File: src/rtl/core/ckhl_pkg.sv
`default_nettype none

package ckhl_pkg;

  localparam int MAX_LINE = 4096;
  localparam int RUN_CAP_INT = (MAX_LINE < 8191) ? MAX_LINE : 8191;
  localparam int LEN_W = 13;
  localparam logic [LEN_W-1:0] RUN_CAP = LEN_W'(RUN_CAP_INT);
  localparam logic [LEN_W-1:0] PREFIX_CHARS = LEN_W'(8);
  localparam logic [LEN_W-1:0] COMMENT_START = (LEN_W'(2) < RUN_CAP) ? LEN_W'(2) : RUN_CAP;

  localparam logic [7:0] CHAR_NEWLINE = 8'd10;
  localparam logic [7:0] CHAR_SLASH = 8'h2f;
  localparam logic [7:0] CHAR_UNDERSCORE = 8'h5f;

  localparam logic [1:0] COLOR_PLAIN = 2'd0;
  localparam logic [1:0] COLOR_KEYWORD = 2'd1;
  localparam logic [1:0] COLOR_TYPE = 2'd2;
  localparam logic [1:0] COLOR_COMMENT = 2'd3;

  localparam int FIFO_DEPTH = 4;
  localparam int PTR_W = $clog2(FIFO_DEPTH);
  localparam int CNT_W = $clog2(FIFO_DEPTH + 1);

  localparam int NUM_KW = 13;
  localparam int NUM_TY = 19;

  typedef struct packed {
    logic [1:0]       color;
    logic [LEN_W-1:0] run_length;
    logic             line_end;
    logic             last;
  } result_t;

  localparam logic [63:0] KW_WORD [NUM_KW] = '{
    64'("if"), 64'("else"), 64'("while"), 64'("for"), 64'("do"), 64'("switch"),
    64'("case"), 64'("default"), 64'("break"), 64'("continue"), 64'("return"),
    64'("goto"), 64'("sizeof")
  };
  localparam logic [3:0] KW_LEN [NUM_KW] = '{
    4'd2, 4'd4, 4'd5, 4'd3, 4'd2, 4'd6, 4'd4, 4'd7, 4'd5, 4'd8, 4'd6, 4'd4, 4'd6
  };

  localparam logic [63:0] TY_WORD [NUM_TY] = '{
    64'("int"), 64'("char"), 64'("float"), 64'("double"), 64'("long"), 64'("short"),
    64'("unsigned"), 64'("signed"), 64'("void"), 64'("struct"), 64'("enum"),
    64'("union"), 64'("auto"), 64'("register"), 64'("static"), 64'("extern"),
    64'("const"), 64'("volatile"), 64'("typedef")
  };
  localparam logic [3:0] TY_LEN [NUM_TY] = '{
    4'd3, 4'd4, 4'd5, 4'd6, 4'd4, 4'd5, 4'd8, 4'd6, 4'd4, 4'd6, 4'd4,
    4'd5, 4'd4, 4'd8, 4'd6, 4'd6, 4'd5, 4'd8, 4'd7
  };

  function automatic logic is_ident(input logic [7:0] c);
    return (c >= 8'h61 && c <= 8'h7a) || (c >= 8'h41 && c <= 8'h5a) ||
           (c >= 8'h30 && c <= 8'h39) || (c == CHAR_UNDERSCORE);
  endfunction

  function automatic logic [1:0] word_color(input logic [63:0] prefix,
                                            input logic [LEN_W-1:0] len);
    logic kw_hit;
    logic ty_hit;
    kw_hit = 1'b0;
    ty_hit = 1'b0;
    for (int i = 0; i < NUM_KW; i++) begin
      if (len == LEN_W'(KW_LEN[i]) && prefix == KW_WORD[i]) kw_hit = 1'b1;
    end
    for (int i = 0; i < NUM_TY; i++) begin
      if (len == LEN_W'(TY_LEN[i]) && prefix == TY_WORD[i]) ty_hit = 1'b1;
    end
    if (kw_hit) return COLOR_KEYWORD;
    else if (ty_hit) return COLOR_TYPE;
    else return COLOR_PLAIN;
  endfunction

endpackage

`default_nettype wire

File: src/rtl/core/ckhl_result_fifo.sv
`default_nettype none

module ckhl_result_fifo (
  input  wire logic                clk,
  input  wire logic                rst,
  input  wire logic [1:0]          push_n,
  input  wire ckhl_pkg::result_t   push0,
  input  wire ckhl_pkg::result_t   push1,
  output logic                     room2,
  output logic                     out_valid,
  input  wire logic                out_stall,
  output ckhl_pkg::result_t        out_res
);

  ckhl_pkg::result_t mem [ckhl_pkg::FIFO_DEPTH];
  logic [ckhl_pkg::PTR_W-1:0] head;
  logic [ckhl_pkg::PTR_W-1:0] tail;
  logic [ckhl_pkg::CNT_W-1:0] count;
  logic pop;

  assign pop = out_valid && !out_stall;
  assign out_valid = (count != '0);
  assign room2 = (count <= ckhl_pkg::CNT_W'(ckhl_pkg::FIFO_DEPTH - 2));
  assign out_res = mem[head];

  always_ff @(posedge clk) begin
    if (push_n != 2'd0) mem[tail] <= push0;
    if (push_n == 2'd2) mem[tail + ckhl_pkg::PTR_W'(1)] <= push1;
  end

  always_ff @(posedge clk) begin
    if (rst) begin
      head <= '0;
      tail <= '0;
      count <= '0;
    end else begin
      if (pop) head <= head + ckhl_pkg::PTR_W'(1);
      tail <= tail + ckhl_pkg::PTR_W'(push_n);
      count <= count + ckhl_pkg::CNT_W'(push_n) - ckhl_pkg::CNT_W'(pop);
    end
  end

endmodule

`default_nettype wire

File: src/rtl/core/c_keyword_highlight_lexer.sv
// Streaming C syntax highlighter. Send one character of a line per item on
// char_code; newline ends the line. Each accepted character is classified in
// the cycle it is taken and yields zero, one or two run-length results
// (plain, keyword, type or comment, plus a line-end marker with length 0);
// the last result caused by a character has last set. Results queue in a
// four-entry buffer, and a character is taken whenever two result slots are
// free, so characters that give at most one result flow at one per cycle
// while out_stall is low, and the sustained rate for characters that give
// two results is bounded by the single result port. Words and comment runs
// saturate at 4096 characters.
`default_nettype none

module c_keyword_highlight_lexer (
  input  wire logic        clk,
  input  wire logic        rst,
  input  wire logic        in_valid,
  output logic             in_stall,
  input  wire logic [7:0]  char_code,
  output logic             out_valid,
  input  wire logic        out_stall,
  output logic [1:0]       color,
  output logic [12:0]      run_length,
  output logic             line_end,
  output logic             last
);

  logic [63:0] word_prefix, word_prefix_next;
  logic [ckhl_pkg::LEN_W-1:0] word_length, word_length_next;
  logic slash_pending, slash_pending_next;
  logic in_comment, in_comment_next;

  logic accept;
  logic room2;
  logic a_valid, b_valid;
  ckhl_pkg::result_t a_res, b_res, res0, res1, out_res;
  logic [1:0] res_n, push_n;
  logic [1:0] cur_color;
  logic ident;

  assign in_stall = !room2;
  assign accept = in_valid && !in_stall;
  assign cur_color = ckhl_pkg::word_color(word_prefix, word_length);
  assign ident = ckhl_pkg::is_ident(char_code);

  always_comb begin
    word_prefix_next = word_prefix;
    word_length_next = word_length;
    slash_pending_next = slash_pending;
    in_comment_next = in_comment;
    a_valid = 1'b0;
    b_valid = 1'b0;
    a_res = '{color: ckhl_pkg::COLOR_PLAIN, run_length: ckhl_pkg::LEN_W'(1),
              line_end: 1'b0, last: 1'b0};
    b_res = '{color: ckhl_pkg::COLOR_PLAIN, run_length: ckhl_pkg::LEN_W'(1),
              line_end: 1'b0, last: 1'b0};
    if (char_code == ckhl_pkg::CHAR_NEWLINE) begin
      if (in_comment) begin
        a_valid = 1'b1;
        a_res.color = ckhl_pkg::COLOR_COMMENT;
        a_res.run_length = word_length;
      end else if (slash_pending) begin
        a_valid = 1'b1;
      end else if (word_length != '0) begin
        a_valid = 1'b1;
        a_res.color = cur_color;
        a_res.run_length = word_length;
      end
      b_valid = 1'b1;
      b_res.run_length = '0;
      b_res.line_end = 1'b1;
      word_prefix_next = '0;
      word_length_next = '0;
      slash_pending_next = 1'b0;
      in_comment_next = 1'b0;
    end else if (in_comment) begin
      if (word_length < ckhl_pkg::RUN_CAP) word_length_next = word_length + ckhl_pkg::LEN_W'(1);
    end else if (slash_pending && char_code == ckhl_pkg::CHAR_SLASH) begin
      slash_pending_next = 1'b0;
      in_comment_next = 1'b1;
      word_prefix_next = '0;
      word_length_next = ckhl_pkg::COMMENT_START;
    end else begin
      if (slash_pending) begin
        a_valid = 1'b1;
        slash_pending_next = 1'b0;
      end
      if (ident) begin
        if (word_length < ckhl_pkg::PREFIX_CHARS) word_prefix_next = {word_prefix[55:0], char_code};
        if (word_length < ckhl_pkg::RUN_CAP) word_length_next = word_length + ckhl_pkg::LEN_W'(1);
      end else begin
        if (word_length != '0) begin
          a_valid = 1'b1;
          a_res.color = cur_color;
          a_res.run_length = word_length;
          word_prefix_next = '0;
          word_length_next = '0;
        end
        if (char_code == ckhl_pkg::CHAR_SLASH) slash_pending_next = 1'b1;
        else b_valid = 1'b1;
      end
    end

    res_n = 2'(a_valid) + 2'(b_valid);
    res0 = a_valid ? a_res : b_res;
    res1 = b_res;
    res0.last = (res_n == 2'd1);
    res1.last = 1'b1;
  end

  assign push_n = accept ? res_n : 2'd0;

  always_ff @(posedge clk) begin
    if (rst) begin
      word_prefix <= '0;
      word_length <= '0;
      slash_pending <= 1'b0;
      in_comment <= 1'b0;
    end else if (accept) begin
      word_prefix <= word_prefix_next;
      word_length <= word_length_next;
      slash_pending <= slash_pending_next;
      in_comment <= in_comment_next;
    end
  end

  ckhl_result_fifo u_fifo (
    .clk       (clk),
    .rst       (rst),
    .push_n    (push_n),
    .push0     (res0),
    .push1     (res1),
    .room2     (room2),
    .out_valid (out_valid),
    .out_stall (out_stall),
    .out_res   (out_res)
  );

  assign color = out_res.color;
  assign run_length = out_res.run_length;
  assign line_end = out_res.line_end;
  assign last = out_res.last;

endmodule

`default_nettype wire
File: config.mk
export PLATFORM = sky130hd
export DESIGN_NAME = c_keyword_highlight_lexer
export DESIGN_NICKNAME = d
export VERILOG_FILES = /design/src/rtl/core/ckhl_pkg.sv /design/src/rtl/core/ckhl_result_fifo.sv /design/src/rtl/core/c_keyword_highlight_lexer.sv
export SDC_FILE = /design/constraint.sdc
export NUM_CORES = 1
export LEC_CHECK = 0
export BUFFER_PORTS_ARGS = -buffer_cell sky130_fd_sc_hd__buf_2
export CAP_MARGIN = 30
export CORE_ASPECT_RATIO = 1.5
export CORE_MARGIN = 1.5
export CORE_UTILIZATION = 60
export DETAILED_ROUTE_END_ITERATION = 8
export PLACE_DENSITY = 0.89
export SLEW_MARGIN = 20
export SYNTH_ARGS = -nofsm -noshare
export SYNTH_HDL_FRONTEND = slang
export SYNTH_SLANG_ARGS = --single-unit
File: constraint.sdc
create_clock -name clk -period 6.85 [get_ports clk]
set_input_delay 1.37 -clock clk [delete_from_list [all_inputs] [get_ports clk]]
set_output_delay 1.37 -clock clk [all_outputs]
set_load 0.005 [all_outputs]
==> After elaboration in Yosys (flattened, before gate mapping) <==
Memories as Yosys holds them, arrays and structs flattened. A register that Yosys moved wholly into a read port is not among the register bits.
Index checks and enable logic that the tools add are counted.
{ "classes": {"add_sub_neg": 7, "n_lt_le_gt_ge": 9, "eq_ne": 46, "n_mux": 84, "reduce_logical": 51} }
{ "op_table": {"columns": ["operator", "count"], "rows": [
  ["64-bit by 31-bit == test with 1-bit output (second input constant)", 8],
  ["64-bit by 47-bit == test with 1-bit output (second input constant)", 8],
  ["64-bit by 39-bit == test with 1-bit output (second input constant)", 6],
  ["64-bit two-way mux", 6],
  ["64-bit by 63-bit == test with 1-bit output (second input constant)", 4],
  ["64-bit by 15-bit == test with 1-bit output (second input constant)", 2],
  ["64-bit by 23-bit == test with 1-bit output (second input constant)", 2],
  ["64-bit by 55-bit == test with 1-bit output (second input constant)", 2],
  ["15-bit two-way mux", 7],
  ["13-bit two-way mux", 6],
  ["1-bit two-way mux", 58],
  ["13-bit by 3-bit == test with 1-bit output (second input constant)", 4],
  ["1-bit logical AND", 38],
  ["13-bit by 2-bit == test with 1-bit output (second input constant)", 2],
  ["17-bit two-way mux", 1],
  ["8-bit by 7-bit greater-or-equal comparator with 1-bit output (second input constant)", 2],
  ["8-bit by 7-bit less-or-equal comparator with 1-bit output (second input constant)", 2],
  ["13-bit by 1-bit adder with 13-bit output (second input constant)", 1],
  ["13-bit by 4-bit == test with 1-bit output (second input constant)", 1],
  ["13-bit less-than comparator (second input constant)", 1],
  ["13-bit by 4-bit less-than comparator with 1-bit output (second input constant)", 1],
  ["13-bit nonzero test", 1],
  ["2-bit two-way mux", 6],
  ["8-bit by 4-bit == test with 1-bit output (second input constant)", 1],
  ["other kinds (22)", 27]
]} }
{ "word_totals": {"register_bits": 86, "mem_bits_rw": 68, "inputBits": 12, "output_inout_bits": 19, "elab_cells": 205, "n_memories": 1} }
{ "mem_list": {"columns": ["memory", "words", "width", "read_ports", "rd_clocked_by_memory_dff", "write_ports", "line", "text"], "rows": [
  ["u_fifo.mem", 4, 17, 1, 1, 2, "ckhl_result_fifo.sv:15", "ckhl_pkg::result_t mem [ckhl_pkg::FIFO_DEPTH];"]
]} }

==> Longest topological paths before layout <==
Gate-level depths: netlist of run 1.
{ "logic_depth": {"depth_word": 29, "depth_mapped": 18, "ltp_nobuf": 16} }

==> Cells and area by module <==
From an unflattened synthesis of run 1, not the netlist that was laid out.
{ "unflattened": {"hier_cells": 925, "hier_area_um2": 9087.5} }
{ "modules_own_cells": {"columns": ["mod", "instances", "cells_each", "area_per_inst_um2", "seq_area_each_um2"], "rows": [
  ["c_keyword_highlight_lexer", 1, 707, 5272.6, 1581.5],
  ["ckhl_result_fifo", 1, 218, 3814.9, 2222.1]
]} }

==> Worst setup path before layout of run 1 <==
No wires, ideal clock.
{ "synth_path": {"kind": "input to register", "start": "input port char_code[1]", "end": "register u_fifo.count[2] in the netlist's numbering", "setup_time_ns": 0.128, "arrival_ns": 4.287, "required_time_ns": 6.722, "setup_slack_ns": 2.436, "stages": 15, "n_path_buf": 2, "cell_sequence": "buf_2 nor3_1 o21bai_1 a311oi_1 nor2_1 clkbuf_1 o21ai_0 o21a_1 ha_1 nand2_1 ha_1 fa_1 xnor2_1 xnor2_1 nor2_1"} }
{ "synth_between": {"elab_chain_len": 13, "word_cells_on_any_way": 29, "classes_between": "add/sub: 3; order compare: 6; eq/ne: 3; mux: 10; reduce/logical: 7"} }
{ "synth_rtl": {"columns": ["item", "line", "text"], "rows": [
  ["start: declaration", "c_keyword_highlight_lexer.sv:18", "input wire logic [7:0] char_code,"],
  ["8-bit by 7-bit greater-or-equal comparator with 1-bit output / 8-bit by 7-bit less-or-equal comparator with 1-bit output (equally long branches)", "ckhl_pkg.sv:56", "return (c >= 8'h61 && c <= 8'h7a) || (c >= 8'h41 && c <= 8'h5a) ||"],
  ["1-bit logical AND", "ckhl_pkg.sv:56", null],
  ["1-bit logical OR (2 in series)", "ckhl_pkg.sv:56", null],
  ["1-bit logical OR", "ckhl_pkg.sv:57", "(c >= 8'h30 && c <= 8'h39) || (c == CHAR_UNDERSCORE);"],
  ["1-bit two-way mux", "c_keyword_highlight_lexer.sv:87", "if (ident) begin"],
  ["1-bit two-way mux", "c_keyword_highlight_lexer.sv:77", "end else if (slash_pending && char_code == ckhl_pkg::CHAR_SLASH) begin"],
  ["1-bit two-way mux", "c_keyword_highlight_lexer.sv:75", "end else if (in_comment) begin"],
  ["1-bit two-way mux", "c_keyword_highlight_lexer.sv:56", "if (char_code == ckhl_pkg::CHAR_NEWLINE) begin"],
  ["1-bit by 1-bit adder with 2-bit output (*)", "c_keyword_highlight_lexer.sv:103", "res_n = 2'(a_valid) + 2'(b_valid);"],
  ["2-bit two-way mux (*)", "c_keyword_highlight_lexer.sv:110", "assign push_n = accept ? res_n : 2'd0;"],
  ["3-bit by 2-bit adder with 3-bit output (*)", "ckhl_result_fifo.sv:39", "count <= count + ckhl_pkg::CNT_W'(push_n) - ckhl_pkg::CNT_W'(pop);"],
  ["3-bit by 1-bit subtractor with 3-bit output (*)", "ckhl_result_fifo.sv:39", null],
  ["end signal: assignment", "ckhl_result_fifo.sv:39", null],
  ["end: declaration", "ckhl_result_fifo.sv:18", "logic [ckhl_pkg::CNT_W-1:0] count;"]
]} }
Every way passes the cells marked *; elsewhere a longest branch is shown, timed or not.
A chain may end at the register's enable or synchronous reset.

==> flow_summary_export.csv, run 1 <==
group,metric,value,unit
clock_tree,cts_buffers,17,
timing,setup_viol,0,
critical_path,crit_family,"compound AO/OA/AOI/OAI gates",
pwr,p_leak,0.00313,µW
clock_tree,ctsHoldBuffers,0,
floorplan,start_util,0.613,
critical_path,crit_fanout,13,
clock_tree,cts_tree,"yes",
clock_tree,cts_sinks,156,
yosys,synth_cell_types,71,
critical_path,worst_setup_path_start_kind,"primary input",
layout,fillerInstances,1161,
floorplan,die_w,101,µm
layout,final_layout_size_suffix_gt1_frac,0.120,
timing,finalHoldViolCount,0,
yosys,synth_area_leaders,"dfxtp_1 (34%), nand4_1 (7.8%), a22o_1 (4.9%)",
place,post-place-ws,2120,ps
route,drc,0,
run_status,status,"finished clean",
critical_path,path_common_cell,"nand3_1",
timing,fin_crit_sh,0.638,
pwr,power_density,261,nW/µm²
min_path,hp-class,"reg -> reg",
run,cap_viol_max_count,0,
route,wl,27.4,mm
timing,clock_skew,8.65,ps
yosys,synth_cells,1015,
place,dp_hpwl,18.1,mm
floorplan,io_pins,31,
place,io_buffers,30,
timing,period_minus_slack,4370,ps
critical_path,path_cells,"buf_2, nor3_1, o21bai_1, a311oi_1, nor2_4, o21ai_0, o21a_1, ha_1, or2_2, nand3_1, nor2_1, nand3_1, o22ai_1, buf_4, a22o_1",
timing,fmax,229,MHz
global_routing,grt_max_degree,77,
route,routed_via_density,7.05,
critical_path,path_class,"in -> reg",
floorplan,die_area,15100,µm²
route,via_count,8372,
route,wl_per_cell,23.0,µm
clock_tree,clkLatencyLatePin,440,ps
clock_tree,cts_setup_buffers,0,
yosys,synth_edf_count,8,
layout,regArea,3200,µm²
clock_tree,cts_root_buf,"clkbuf_16",
timing,setup_ws,2480,ps
place,gp_congestion,1.01,
clock_tree,cts_buffer_depth,2,
timing,fin_hold_ws,453,ps
yosys,synth_top_cell_by_area,"dfxtp_1",
critical_path,cp.required,7220,ps
layout,final_nets,1005,
route,dr.first_iter.drc_count,836,
route,ant_nets,0,
critical_path,crit_path_top_delay_cell,"a311oi_1",
global_routing,grt_pass1_wl,42.8,mm
floorplan,row_count,53,
place,placed_area,8710,µm²
yosys,ys_seq_area_frac,0.372,
yosys,synthFlopType,"dfxtp_1",
critical_path,worst_setup_path_end_kind,"flop",
pwr,ir_worst_vdd,201,µV
global_routing,antenna_found_initial,0,
yosys,syn_nets,1037,
layout,antenna_cells,0,
layout,multi_input_area,4940,µm²
layout,area_growth,8.19,%
yosys,yosys.area.top_type_share,0.344,
critical_path,path_buf_inv,2,
floorplan,core_area,14100,µm²
yosys,ys_seq_elements,156,
clock_tree,cts-resized-gates,0,
layout,final_area,9330,µm²
yosys,yosysWarnings,0,
timing,drv_slew,0,
yosys,async_flop_share,0,
route,firstDrtPassIters,5,
floorplan,die_y,150,µm
clock_tree,htree_levels,4,
timing,worst-slew-pin-transition,940,ps
yosys,synth_area,8620,µm²
critical_path,arrival,4740,ps
critical_path,cpPeakStageDelay,720,ps
timing,max_slew_margin,0.364,
timing,rsz0062_at_grt,"false",
global_routing,grt_usage,0.372,
clock_tree,clkSlewWorstSetupHoldPaths,70,ps
global_routing,grt_pass1_vias,8081,
global_routing,gr-total-overflow,0,
timing,fin_setup_tns,0,ps
yosys,synth_area_per_cell,8.49,µm²
==> logic make-up after synthesis <==
kind of cell | count (synthesis) | synth area share
xor gates and xnor gates | 16 | 0.0163
muxes | 21 | 0.0493
AOI/OAI and AO/OA | 264 | 0.200
and+or+nand+nor | 431 | 0.291
adders and majority gates | 10 | 0.0154
DFF | 156 | 0.372
buffers and inverters | 117 | 0.0572
==> metal layers <==
metal	track usage	up-vias	routed length, µm
met4	0.259	0	1780
met2	0.647	458	14300
met5	0	-	0
li1	-	3832	-
met1	0.397	3969	9650
met3	0.0785	113	1680
==> synth_stat cells, drive strengths merged (6+ instances only) <==
cell    number
a21oi       80
nand3       37
xor2         9
nor2        68
and4b        9
nand2b       6
buf         28
o21ai       81
nand2       64
edfxtp       8
o22ai        8
ha           9
xnor2        7
mux4        17
nor4bb      11
nor4        31
nor4b        9
nand4      107
dfxtp      148
nor2b       20
nor3        27
nand4b      11
clkbuf      67
inv         22
o211ai       6
a22o        48
==> state kept, by name, summed over array words and instances, names as in the netlist, named ones only <==
name           cells
u_fifo.count       3
u_fifo.mem        68
word_prefix       64
u_fifo.tail        2
word_length       13
in_comment         1
slash_pending      1
u_fifo.head        2
==> path summary, 6_finish.rpt <==
check	startpoint	end	slack [ps]	cells after the start
min reg2reg	u_fifo.mem[3][16]$_SDFFE_PP0P_	u_fifo.mem[3][16]$_SDFFE_PP0P_	450	2
max	char_code[1]	u_fifo.mem[2][7]$_SDFFE_PP0P_	2480	15
max reg2reg	word_length[7]$_SDFFE_PP0P_	u_fifo.mem[2][7]$_SDFFE_PP0P_	2960	13
min	u_fifo.mem[3][16]$_SDFFE_PP0P_	u_fifo.mem[3][16]$_SDFFE_PP0P_	450	2
==> tightest hold or removal path, stage by stage (launching register included) <==
cell,delay (ps)
dfxtp_1,320
nand2_1,50
nand3_1,50
==> metrics by stage <==
step | utilization | total power [µW] | instances
after floorplan | - | 1360 | 1015
after global placement | 0.618 | 1460 | 1153
after detailed placement | 0.620 | 1470 | 1155
after CTS | 0.662 | 2430 | 1187
after global routing | 0.663 | 2530 | 1188
final | 0.663 | 2440 | 1188
==> power by group <==
| part | total (µW) | switching (µW) | internal (µW) |
|---|---|---|---|
| clock | 967 | 430 | 537 |
| sequential | 988 | 39.2 | 948 |
| combinational | 482 | 327 | 154 |
| total | 2440 | 796 | 1640 |
==> layout make-up <==
class | instances | share of cell area
multi-input cells | 742 | 0.529
well taps | 192 | 0.0258
flip-flops and latches | 156 | 0.343
repair buffers | 44 | 0.0287
clock buffers | 18 | 0.0483
inverters | 22 | 0.00885
clock inverters | 14 | 0.0157
==> placed cells by master, fill, tap and decap left out, types with 20 or more instances in the layout <==
master and count:
inv_1 22, nor2b_1 20, nand2_1 63, a22o_1 48, nand4_1 107, nor2_1 66, nor3_1 26, o21ai_0 70
nand3_1 36, nor4_1 29, buf_2 31, dfxtp_1 148, a21oi_1 79
No activity file was read; power rests on OpenSTA's default activity.
==> run 2: changes to the inputs <==
--- a/config.mk
+++ b/config.mk
@@ -9,9 +9,9 @@
 export CAP_MARGIN = 30
 export CORE_ASPECT_RATIO = 1.5
 export CORE_MARGIN = 1.5
-export CORE_UTILIZATION = 60
+export CORE_UTILIZATION = 56
 export DETAILED_ROUTE_END_ITERATION = 8
-export PLACE_DENSITY = 0.89
+export PLACE_DENSITY = 0.87
 export SLEW_MARGIN = 20
 export SYNTH_ARGS = -nofsm -noshare
 export SYNTH_HDL_FRONTEND = slang
==> constraint.sdc (replaced) <==
create_clock -name clk -period 3.75 [get_ports clk]
set_input_delay 0.75 -clock clk [delete_from_list [all_inputs] [get_ports clk]]
set_output_delay 0.75 -clock clk [all_outputs]
set_load 0.005 [all_outputs]
==> flow_summary_export.csv, run 2 (synthesis results as in run 1) <==
group,metric,value,unit
run_status,status,"finished clean",
layout,layoutNonFillerInstCount,1222,
min_path,hp-class,"reg -> reg",
timing,clock_skew,9.92,ps
global_routing,grt_max_degree,76,
pwr,ir_worst_vdd,315,µV
layout,final_area,9560,µm²
global_routing,grt_pass1_vias,8378,
floorplan,io_pins,31,
layout,top_regs,"u_fifo.mem x68, word_prefix x64, word_length x13",
place,dpl.cell_count,1190,
route,wl_per_cell,22.6,µm
timing,setup_ws,401,ps
critical_path,cp.required,4130,ps
layout,antenna_cells,0,
place,io_buffers,30,
clock_tree,clkLatencyLatePin,440,ps
timing,fmax,299,MHz
critical_path,worst_setup_path_start_kind,"flop",
global_routing,grt_usage,0.347,
run,cap_viol_max_count,0,
timing,max_slew_margin,0.461,
clock_tree,cts_sinks,156,
pwr,p_leak,0.00326,µW
layout,final_cell_mix,"dfxtp_1 (148), nand4_1 (107), a21oi_1 (79), o21ai_0 (70), nor2_1 (66)",
global_routing,gr-total-overflow,0,
place,gp_congestion,0.973,
layout,final_layout_size_suffix_gt1_frac,0.145,
route,via_count,8562,
floorplan,start_util,0.572,
place,dp_hpwl,18.9,mm
timing,finalHoldViolCount,0,
timing,fin_crit_sh,0.893,
critical_path,arrival,3730,ps
route,firstDrtPassIters,5,
clock_tree,cts_root_buf,"clkbuf_16",
clock_tree,cts_setup_buffers,0,
timing,drv_slew,0,
timing,worst-slew-pin-transition,808,ps
floorplan,core_area,15100,µm²
floorplan,row_count,55,
route,wl,27.6,mm
critical_path,crit_path_top_delay_cell,"nor4_2",
critical_path,path_class,"reg -> reg",
clock_tree,cts_buffer_depth,2,
layout,area_growth,10.9,%
layout,final_nets,1032,
layout,fillerInstances,1252,
pwr,power_density,470,nW/µm²
critical_path,worst_setup_path_end_kind,"flop",
clock_tree,ctsHoldBuffers,0,
clock_tree,cts-resized-gates,0,
critical_path,cpPeakStageDelay,530,ps
layout,top_register,"u_fifo.mem",
clock_tree,cts_tree,"yes",
floorplan,die_y,155,µm
route,dr.first_iter.drc_count,914,
place,placed_area,8960,µm²
critical_path,crit_fanout,11,
route,routed_via_density,7.01,
layout,largest_reg_flops,68,
route,drc,0,
global_routing,antenna_found_initial,0,
timing,rsz0062_at_grt,"false",
clock_tree,clkSlewWorstSetupHoldPaths,70,ps
clock_tree,cts_buffers,17,
route,ant_nets,0,
layout,final_common_cell,"dfxtp_1",
floorplan,die_area,16200,µm²
global_routing,grt_pass1_wl,44.6,mm
timing,setup_viol,0,
clock_tree,htree_levels,4,
timing,period_minus_slack,3350,ps
place,post-place-ws,107,ps
floorplan,die_w,104,µm
critical_path,path_cells,"nor4_2, nand4_1, nor2_1, o21ai_0, o21a_1, ha_1, or2_2, nand3_1, nor2_1, nand3_1, o22ai_1, buf_4, a22o_1",
timing,fin_setup_tns,0,ps
critical_path,path_buf_inv,1,
critical_path,crit_family,"simple AND/OR/NAND/NOR gates",
==> run 2: changes by cell type in the layout (fill, tap and decap cells not counted), sizes merged <==
cell	change
buf	+27
clkinvlp	+1
clkbuf	-1
inv	-2
clkinv	+2
==> run 2: path summary, 6_finish.rpt <==
kind / from / end / slack [ps] / cells past startpoint
hold / removal: u_fifo.mem[1][16]$_SDFFE_PP0P_ / u_fifo.mem[1][16]$_SDFFE_PP0P_ / 460 / 2
setup / recovery: word_length[7]$_SDFFE_PP0P_ / u_fifo.mem[1][11]$_SDFFE_PP0P_ / 400 / 13
hold reg to reg: u_fifo.mem[1][16]$_SDFFE_PP0P_ / u_fifo.mem[1][16]$_SDFFE_PP0P_ / 460 / 2
setup reg to reg: word_length[7]$_SDFFE_PP0P_ / u_fifo.mem[1][11]$_SDFFE_PP0P_ / 400 / 13
==> run 2: cell type report <==
type / count / area [µm²] / share of cell area
Tap cell: 199 / 249 / 0.0260
Clock inverter: 15 / 175 / 0.0183
Clock buffer: 17 / 425 / 0.0445
Sequential cell: 156 / 3200 / 0.335
Multi-Input combinational cell: 742 / 4940 / 0.517
Inverter: 22 / 82.6 / 0.00864
Timing Repair Buffer: 71 / 483 / 0.0505
==> run 2: routing by layer <==
layer | track usage | part of all wire | up-vias
met5 | 0 | 0 | -
met4 | 0.236 | 0.063 | 0
met3 | 0.0536 | 0.059 | 105
met2 | 0.608 | 0.51 | 445
met1 | 0.385 | 0.36 | 4123
li1 | - | - | 3889
==> run 2: power by group <==
group | internal (µW) | switching [µW]
clock | 950 | 805
sequential | 1730 | 56.3
combinational | 322 | 628
total | 3000 | 1490
==> run 2: tightest hold or removal path, delay by kind of cell (launching register included) <==
kind             cells  cell delay, ps
DFF                  1             330
and+or+nand+nor      2             100
==> run 2: metrics by stage <==
stage / utilization / power (µW) / hold WS (ps)
floorplan: - / 2480 / 420
global placement: 0.595 / 2730 / 432
detailed placement: 0.595 / 2760 / 449
CTS: 0.634 / 4500 / 465
global route: 0.634 / 4670 / 497
finish: 0.634 / 4490 / 463
